$ cat src/rtl/kbsh_pkg.sv
`default_nettype none
// ----------------------------------------------------------------------------
// kbsh_pkg
// Shared types, constants and mixer helpers for the keyed byte stream hash.
// ----------------------------------------------------------------------------
package kbsh_pkg;

  localparam int unsigned HASH_W = 32;
  localparam int unsigned QDEPTH = 2;
  localparam int unsigned QAW    = (QDEPTH > 1) ? $clog2(QDEPTH) : 1;
  localparam int unsigned QCW    = $clog2(QDEPTH + 1);
  localparam int unsigned DIV_CW = $clog2(HASH_W);

  localparam logic [HASH_W-1:0] MIX_MUL_A = 32'h7feb352d;
  localparam logic [HASH_W-1:0] MIX_MUL_B = 32'h846ca68b;

  typedef enum logic [1:0] {
    REQ_STR_BYTE = 2'd0,
    REQ_EMPTY    = 2'd1,
    REQ_INT_KEY  = 2'd2,
    REQ_IDENT    = 2'd3
  } kbsh_req_t;

  typedef enum logic [1:0] {
    F_IDLE,
    F_MUL_A,
    F_MUL_B
  } kbsh_fstate_t;

  typedef enum logic [1:0] {
    B_IDLE,
    B_DIV,
    B_DONE
  } kbsh_bstate_t;

  typedef struct packed {
    logic full;
    logic empty;
  } kbsh_qstat_t;

  // First and last xor-shift steps of the mixer.
  function automatic logic [HASH_W-1:0] xs16(input logic [HASH_W-1:0] x);
    xs16 = x ^ (x >> 16);
  endfunction

  function automatic logic [HASH_W-1:0] xs15(input logic [HASH_W-1:0] x);
    xs15 = x ^ (x >> 15);
  endfunction

endpackage : kbsh_pkg
`default_nettype wire

$ cat src/rtl/kbsh_fifo.sv
`default_nettype none
// ----------------------------------------------------------------------------
// kbsh_fifo
// Short queue of finished hashes between the mixer front and the reduction back.
// ----------------------------------------------------------------------------
module kbsh_fifo
  import kbsh_pkg::*;
(
  input  wire logic              clk,
  input  wire logic              rst_n,
  input  wire logic              push,
  input  wire logic [HASH_W-1:0] push_data,
  input  wire logic              pop,
  output logic      [HASH_W-1:0] pop_data,
  output kbsh_qstat_t            qstat
);

  logic [HASH_W-1:0] mem_r [QDEPTH];
  logic [QAW-1:0]    wr_ptr_r, wr_ptr_nxt;
  logic [QAW-1:0]    rd_ptr_r, rd_ptr_nxt;
  logic [QCW-1:0]    cnt_r, cnt_nxt;
  logic              do_push, do_pop;

  assign qstat.full  = (cnt_r == QCW'(QDEPTH));
  assign qstat.empty = (cnt_r == '0);
  assign do_push     = push && !qstat.full;
  assign do_pop      = pop && !qstat.empty;
  assign pop_data    = mem_r[rd_ptr_r];

  always_comb begin
    wr_ptr_nxt = wr_ptr_r;
    rd_ptr_nxt = rd_ptr_r;
    cnt_nxt    = cnt_r;
    if (do_push) begin
      wr_ptr_nxt = (wr_ptr_r == QAW'(QDEPTH - 1)) ? '0 : wr_ptr_r + 1'b1;
    end
    if (do_pop) begin
      rd_ptr_nxt = (rd_ptr_r == QAW'(QDEPTH - 1)) ? '0 : rd_ptr_r + 1'b1;
    end
    if (do_push && !do_pop) begin
      cnt_nxt = cnt_r + 1'b1;
    end else if (do_pop && !do_push) begin
      cnt_nxt = cnt_r - 1'b1;
    end
  end

  always_ff @(posedge clk) begin
    if (!rst_n) begin
      wr_ptr_r <= '0;
      rd_ptr_r <= '0;
      cnt_r    <= '0;
    end else begin
      wr_ptr_r <= wr_ptr_nxt;
      rd_ptr_r <= rd_ptr_nxt;
      cnt_r    <= cnt_nxt;
    end
  end

  always_ff @(posedge clk) begin
    if (do_push) begin
      mem_r[wr_ptr_r] <= push_data;
    end
  end

endmodule : kbsh_fifo
`default_nettype wire

$ cat src/rtl/kbsh_front.sv
`default_nettype none
// ----------------------------------------------------------------------------
// kbsh_front
// Accepts request beats, classifies them and runs the shift-xor-multiply mixer.
// ----------------------------------------------------------------------------
module kbsh_front
  import kbsh_pkg::*;
(
  input  wire logic              clk,
  input  wire logic              rst_n,
  input  wire logic              in_valid,
  output logic                   in_stall,
  input  wire logic [1:0]        in_req_type,
  input  wire logic [7:0]        in_data_byte,
  input  wire logic              in_last_byte,
  input  wire logic signed [63:0] in_key_word,
  input  wire kbsh_qstat_t       qstat,
  output logic                   push,
  output logic      [HASH_W-1:0] push_data
);

  kbsh_fstate_t      state_r, state_nxt;
  logic [HASH_W-1:0] run_hash_r, run_hash_nxt;
  logic [HASH_W-1:0] x_r, x_nxt;
  logic              str_r, str_nxt;
  logic              last_r, last_nxt;
  logic [HASH_W-1:0] pre;
  logic [HASH_W-1:0] z;
  logic [HASH_W-1:0] prod;
  logic [HASH_W-1:0] h;
  kbsh_req_t         req;

  assign in_stall = (state_r != F_IDLE) || qstat.full;
  assign req      = kbsh_req_t'(in_req_type);

  always_comb begin
    state_nxt    = state_r;
    run_hash_nxt = run_hash_r;
    x_nxt        = x_r;
    str_nxt      = str_r;
    last_nxt     = last_r;
    push         = 1'b0;
    push_data    = '0;
    pre          = '0;
    z            = '0;
    prod         = '0;
    h            = '0;
    unique case (state_r)
      F_IDLE: begin
        if (in_valid && !in_stall) begin
          str_nxt  = (req == REQ_STR_BYTE);
          last_nxt = in_last_byte;
          unique case (req)
            REQ_STR_BYTE: pre = (run_hash_r << 5) - run_hash_r + HASH_W'(in_data_byte);
            REQ_EMPTY:    pre = '0;
            REQ_INT_KEY:  pre = in_key_word[31:0] ^ in_key_word[63:32];
            REQ_IDENT:    pre = in_key_word[31:0];
          endcase
          if (req == REQ_EMPTY) begin
            // An empty string reports zero straight away.
            push = 1'b1;
          end else begin
            x_nxt     = xs16(pre);
            state_nxt = F_MUL_A;
          end
        end
      end
      F_MUL_A: begin
        x_nxt     = x_r * MIX_MUL_A;
        state_nxt = F_MUL_B;
      end
      F_MUL_B: begin
        z    = xs15(x_r);
        prod = z * MIX_MUL_B;
        h    = xs16(prod);
        if (str_r) begin
          if (last_r) begin
            run_hash_nxt = '0;
            push         = 1'b1;
            push_data    = h;
          end else begin
            run_hash_nxt = h;
          end
        end else begin
          push      = 1'b1;
          push_data = h;
        end
        state_nxt = F_IDLE;
      end
      default: state_nxt = F_IDLE;
    endcase
  end

  always_ff @(posedge clk) begin
    if (!rst_n) begin
      state_r    <= F_IDLE;
      run_hash_r <= '0;
    end else begin
      state_r    <= state_nxt;
      run_hash_r <= run_hash_nxt;
    end
  end

  always_ff @(posedge clk) begin
    x_r    <= x_nxt;
    str_r  <= str_nxt;
    last_r <= last_nxt;
  end

endmodule : kbsh_front
`default_nettype wire

$ cat src/rtl/kbsh_back.sv
`default_nettype none
// ----------------------------------------------------------------------------
// kbsh_back
// Reduces queued hashes by a nonzero modulus (zero passes them through),
// one quotient bit per cycle, and holds the result in the output register.
// ----------------------------------------------------------------------------
module kbsh_back
  import kbsh_pkg::*;
(
  input  wire logic              clk,
  input  wire logic              rst_n,
  input  wire logic [HASH_W-1:0] modulus,
  input  wire kbsh_qstat_t       qstat,
  input  wire logic [HASH_W-1:0] pop_data,
  output logic                   pop,
  output logic                   out_valid,
  input  wire logic              out_stall,
  output logic      [HASH_W-1:0] out_hash_value
);

  kbsh_bstate_t      state_r, state_nxt;
  logic [HASH_W-1:0] rem_r, rem_nxt;
  logic [HASH_W-1:0] dvd_r, dvd_nxt;
  logic [DIV_CW-1:0] cnt_r, cnt_nxt;
  logic              out_valid_r, out_valid_nxt;
  logic [HASH_W-1:0] out_hash_r, out_hash_nxt;
  logic              slot_free;
  logic [HASH_W:0]   shifted;
  logic [HASH_W:0]   trial;

  assign slot_free      = !out_valid_r || !out_stall;
  assign out_valid      = out_valid_r;
  assign out_hash_value = out_hash_r;

  always_comb begin
    state_nxt     = state_r;
    rem_nxt       = rem_r;
    dvd_nxt       = dvd_r;
    cnt_nxt       = cnt_r;
    out_hash_nxt  = out_hash_r;
    out_valid_nxt = out_valid_r && out_stall;
    pop           = 1'b0;
    shifted       = {rem_r, dvd_r[HASH_W-1]};
    trial         = shifted - {1'b0, modulus};
    unique case (state_r)
      B_IDLE: begin
        if (!qstat.empty) begin
          pop     = 1'b1;
          cnt_nxt = '0;
          if (modulus == '0) begin
            rem_nxt   = pop_data;
            state_nxt = B_DONE;
          end else begin
            rem_nxt   = '0;
            dvd_nxt   = pop_data;
            state_nxt = B_DIV;
          end
        end
      end
      B_DIV: begin
        // Restoring step: keep the trial difference when it did not borrow.
        rem_nxt = trial[HASH_W] ? shifted[HASH_W-1:0] : trial[HASH_W-1:0];
        dvd_nxt = dvd_r << 1;
        cnt_nxt = cnt_r + 1'b1;
        if (cnt_r == DIV_CW'(HASH_W - 1)) begin
          state_nxt = B_DONE;
        end
      end
      B_DONE: begin
        if (slot_free) begin
          out_valid_nxt = 1'b1;
          out_hash_nxt  = rem_r;
          state_nxt     = B_IDLE;
        end
      end
      default: state_nxt = B_IDLE;
    endcase
  end

  always_ff @(posedge clk) begin
    if (!rst_n) begin
      state_r     <= B_IDLE;
      out_valid_r <= 1'b0;
      cnt_r       <= '0;
    end else begin
      state_r     <= state_nxt;
      out_valid_r <= out_valid_nxt;
      cnt_r       <= cnt_nxt;
    end
  end

  always_ff @(posedge clk) begin
    rem_r      <= rem_nxt;
    dvd_r      <= dvd_nxt;
    out_hash_r <= out_hash_nxt;
  end

endmodule : kbsh_back
`default_nettype wire

$ cat src/rtl/keyed_byte_stream_hash.sv
`default_nettype none
// ----------------------------------------------------------------------------
// keyed_byte_stream_hash
// Hashes string bytes, integer keys and identity words to 32 bits with a
// shift-xor-multiply mixer, with an optional reduction by a modulus.
// ----------------------------------------------------------------------------
// Usage:
// Request beats enter on the in_ channel (valid/stall). A string key is sent
// as a run of string-byte beats, the final one flagged by in_last_byte; only
// that final beat produces a result. Empty-string, integer-key and identity
// beats each produce one result. Result beats leave on the out_ channel
// (valid/stall) in request order.
// The front mixer takes one beat at a time through accept and two
// registered multiplies; an empty string is done at accept. Its rate is set
// by the running hash recurrence: each byte needs the previous mixed value.
// The back reduction pops a hash, runs 32 restoring divider steps unless
// the modulus is zero, and loads the output register. A two-entry queue
// between the two lets the mixer keep accepting while a reduction runs.
// The modulus must be written on the cfg_ channel (always ready) only
// while idle; the block itself does not enforce this.
// Reset (synchronous, rst_n low) clears the running hash, the modulus, the
// queue and the output valid flag. While out_stall is high the result beat
// holds; the back and then the queue fill, and in_stall rises.
// ----------------------------------------------------------------------------
module keyed_byte_stream_hash
  import kbsh_pkg::*;
(
  input  wire logic               clk,
  input  wire logic               rst_n,
  input  wire logic               in_valid,
  output logic                    in_stall,
  input  wire logic [1:0]         in_req_type,
  input  wire logic [7:0]         in_data_byte,
  input  wire logic               in_last_byte,
  input  wire logic signed [63:0] in_key_word,
  output logic                    out_valid,
  input  wire logic               out_stall,
  output logic      [31:0]        out_hash_value,
  input  wire logic               cfg_valid,
  output logic                    cfg_ready,
  input  wire logic [31:0]        cfg_modulus
);

  logic [HASH_W-1:0] modulus_r;
  logic              push;
  logic [HASH_W-1:0] push_data;
  logic              pop;
  logic [HASH_W-1:0] pop_data;
  kbsh_qstat_t       qstat;

  // The modulus register accepts a write beat in any cycle.
  assign cfg_ready = 1'b1;

  always_ff @(posedge clk) begin
    if (!rst_n) begin
      modulus_r <= '0;
    end else if (cfg_valid && cfg_ready) begin
      modulus_r <= cfg_modulus;
    end
  end

  // Front: classifies each beat, folds the key and runs the mixer.
  kbsh_front u_front (
    .clk          (clk),
    .rst_n        (rst_n),
    .in_valid     (in_valid),
    .in_stall     (in_stall),
    .in_req_type  (in_req_type),
    .in_data_byte (in_data_byte),
    .in_last_byte (in_last_byte),
    .in_key_word  (in_key_word),
    .qstat        (qstat),
    .push         (push),
    .push_data    (push_data)
  );

  // Queue of finished hashes waiting for reduction.
  kbsh_fifo u_fifo (
    .clk       (clk),
    .rst_n     (rst_n),
    .push      (push),
    .push_data (push_data),
    .pop       (pop),
    .pop_data  (pop_data),
    .qstat     (qstat)
  );

  // Back: modulus reduction and the output register.
  kbsh_back u_back (
    .clk            (clk),
    .rst_n          (rst_n),
    .modulus        (modulus_r),
    .qstat          (qstat),
    .pop_data       (pop_data),
    .pop            (pop),
    .out_valid      (out_valid),
    .out_stall      (out_stall),
    .out_hash_value (out_hash_value)
  );

endmodule : keyed_byte_stream_hash
`default_nettype wire

$ cat config.mk
export PLATFORM = sky130hd
export DESIGN_NAME = keyed_byte_stream_hash
export DESIGN_NICKNAME = d
export VERILOG_FILES = /design/src/rtl/kbsh_pkg.sv /design/src/rtl/kbsh_fifo.sv /design/src/rtl/kbsh_front.sv /design/src/rtl/kbsh_back.sv /design/src/rtl/keyed_byte_stream_hash.sv
export SDC_FILE = /design/constraint.sdc
export NUM_CORES = 2
export LEC_CHECK = 0
export BUFFER_PORTS_ARGS = -buffer_cell sky130_fd_sc_hd__buf_2
export CAP_MARGIN = 20
export CORE_AREA = 2 2 240 478
export CTS_BUF_LIST = sky130_fd_sc_hd__clkbuf_4 sky130_fd_sc_hd__clkbuf_8
export DETAILED_ROUTE_END_ITERATION = 10
export DIE_AREA = 0 0 242 480
export PLACE_DENSITY = 0.57
export SLEW_MARGIN = 25
export SYNTH_ARGS = -nofsm -noshare
export SYNTH_HDL_FRONTEND = slang
export SYNTH_HIERARCHICAL = 1
export SYNTH_SLANG_ARGS = --single-unit
$ cat constraint.sdc
create_clock -name clk -period 7.6 [get_ports clk]
set_input_delay 0 -clock clk [delete_from_list [all_inputs] [get_ports clk]]
set_output_delay 0 -clock clk [all_outputs]
set_load 0.02 [all_outputs]
==> results.toml <==
[worst_setup_path]
end_kind = "flip-flop"
critPathKind = "reg -> reg"
start_kind = "flip-flop"
r2r-end = "u_fifo/mem_r[1][7]"
arrival_ns = 7.81
worstPathRequired_ns = 7.99
timing.reg2reg.setup_slack_ns = 0.18
r2r_start = "u_front/x_r[17]"
reg2reg_depth = 23
crit_fanout = 8

[clock_network]
clk_transition_reported_paths_ns = 0.06
numCtsBuffers = 48
root_buffer = "clkbuf_8"
clock_path_buffers = 3
htreeDepth = 2
cts_tree = "yes"
cts.sinks = 273
clk_latency_ns = 0.68

[sta]
drv_slew = 0
finalCritPeriodShare = 0.9763
timing.fmax_ghz = 0.1348
tightest_slew_ns = 0.9960
finalSetupViolations = 0
report.final.hold_viol_count = 0
slew_headroom = 0.3360
tns_ns = 0
final.min_clock_period_ns = 7.420
layout_setup_ws_ns = 0.1802
rsz0062_at_grt = "no"
finalClockSkew_ns = 0.04252

[synthesis]
synth_nets = 4345
synth_edf_count = 194
yosys-top-cells-area = "fa_1, edfxtp_1, ha_1, inv_1, dfxtp_1"
syn_area_um2 = 33420
synth.top_cells.by_count = "inv_1, ha_1, fa_1"
synthArstFlopShare = 0
syn_inst = 3412
synth.top_cell.area_share = 0.2180
synth_cell_types = 105
synth_largest_area_cell = "fa_1"
yosys.cell_count.top_type = "inv_1"
ys_warn_count = 6
seq_area_frac_synth = 0.2216
syn_area_per_cell_um2 = 9.796
synth-seq-cells = 273
synth_ff_type = "edfxtp_1"

[min_path]
hold_path_end = "u_front/x_r[16]"
hp-class = "in -> reg"
hp-start = "in_key_word[16]"
hold_depth = 5

[drt]
drtIter0Drc = 1314
wl_per_cell_um = 22.87
ant_nets = 0
drc = 0
drt_wl_total_um = 120400
vias = 25730
vias_per_cell = 4.887
drtPass1Iterations = 7

[floorplan]
die_y_um = 480
dieArea_um2 = 116200
core_um2 = 112300
die_w_um = 242
initial_utilization = 0.2975
rows = 174
io_pins = 147

[job]
cap_violations = 0

[global_routing]
grt_pass1_wl_um = 175100
overflow = 0
grt_start_max_net_pins = 72
track_usage = 0.2061
grt_pass1_vias = 27943
antenna_found_initial = 3

[placement]
place_congestion = 1.028
io_buffers = 145
dp_hpwl_um = 103200
dp_slack_ns = 0.02406

[final_layout]
drive_gt1_frac = 0.1223
area_growth_pct = 15.00
final_nets = 4661

[status]
status = "finished clean"
[stage by stage]
stage | area [um2] | hold WS (ns) | utilization | instances
floorplan | 33420 | 0.09887 | - | 3412
global placement | 36730 | 0.2581 | 0.3269 | 5114
detailed placement | 36750 | 0.2673 | 0.3272 | 5115
CTS | 38370 | 0.004696 | 0.3415 | 5259
global route | 38440 | 0.05714 | 0.3422 | 5265
finish | 38440 | 0.04858 | 0.3422 | 5265
[area by class of cell]
| class | instances | area [um2] |
|---|---|---|
| fill | 11724 | 73900 |
| multi-input combinational | 2334 | 22950 |
| sequential | 273 | 7407 |
| inverter | 718 | 2695 |
| timing repair buffer | 353 | 2442 |
| tap | 1496 | 1872 |
| clock buffer | 60 | 757.0 |
| clock inverter | 30 | 314.1 |
| antenna | 1 | 2.502 |
[what timing repair did]
item	in CTS	in global routing
resized for setup	0	7
setup buffers	0	5
hold buffers	54	0
endpoints found under the setup margin	0	31
endpoints found under the hold margin	91	0
[worst max path at each step]
stage | start | to | slack, ns
floorplan | u_front/x_r[24] | u_fifo/mem_r[0][15] | 0.42
global placement | u_front/x_r[26] | u_front/run_hash_r[12] | 0.01
detailed placement | u_front/x_r[26] | u_front/run_hash_r[12] | 0.02
CTS | u_front/x_r[26] | u_front/run_hash_r[12] | 0.002
global route | u_front/x_r[17] | u_fifo/mem_r[1][7] | 0.006
finish | u_front/x_r[17] | u_fifo/mem_r[1][7] | 0.18
[layer usage]
layer  global-route usage  wire length, um  vias up
met2               0.4116            66860      760
met4               0.1888            13190        0
met5                    0                0        -
met1               0.1719            36080    12601
met3              0.02751             4302      379
li1                     -                -    11990
[state kept, by name, summed over array words and instances, names as in the netlist, named ones only]
signal                 count
u_back/state_r             2
u_fifo/mem_r              64
u_back/out_valid           1
u_front/str_r              1
u_back/rem_r              32
u_front/last_r             1
u_fifo/wr_ptr_r            1
u_front/run_hash_r        32
u_fifo/cnt_r               2
u_back/out_hash_value     32
u_front/x_r               32
u_fifo/rd_ptr_r            1
u_front/state_r            2
u_back/dvd_r              32
modulus_r                 32
u_back/cnt_r               5
[kinds of logic (layout without fill, tap and decap cells)]
group	after synthesis	count (layout)	share of synthesized area
other	1	2	0.0001122
adder cells (fa/ha/maj)	821	821	0.3891
buffers and inverters	805	1161	0.09415
AND/OR/NAND/NOR	654	654	0.09602
flip-flops	273	273	0.2216
XOR/XNOR	220	220	0.05915
AO/OA/AOI/OAI	546	546	0.1111
multiplexers	92	92	0.02879
[worst max-delay path, cell delays in order (launching register included)]
cell and delay, ns:
edfxtp_1 0.68, xor2_1 0.25, buf_4 0.23, ha_1 0.33
buf_4 0.21, xnor2_1 0.45, ha_1 0.33, ha_1 0.33
ha_1 0.29, ha_1 0.29, inv_1 0.11, fa_1 0.51
fa_1 0.52, inv_1 0.05, ha_1 0.36, nand2_1 0.10
o311ai_1 0.44, a31oi_1 0.23, a21oi_1 0.26, nor4_1 0.07
a311oi_1 0.52, buf_4 0.23, xor2_1 0.24, nor2_1 0.09
[cells in the final DEF, fill, tap and decap left out, drive strengths merged, types with 40 or more instances in the layout]
| cell | n |
|---|---|
| nand2 | 218 |
| nor2 | 131 |
| edfxtp | 194 |
| ha | 457 |
| inv | 718 |
| nor3 | 44 |
| dfxtp | 79 |
| a21o | 40 |
| mux2i | 59 |
| dlygate4sd3 | 54 |
| clkbuf | 60 |
| buf | 299 |
| fa | 364 |
| a21oi | 118 |
| xor2 | 65 |
| xnor2 | 152 |
| nor2b | 71 |
| o21ai | 104 |
Power is left out: the tool's default activity adds up to more than one toggle a clock period on the data nets, which glitch-free logic cannot reach.
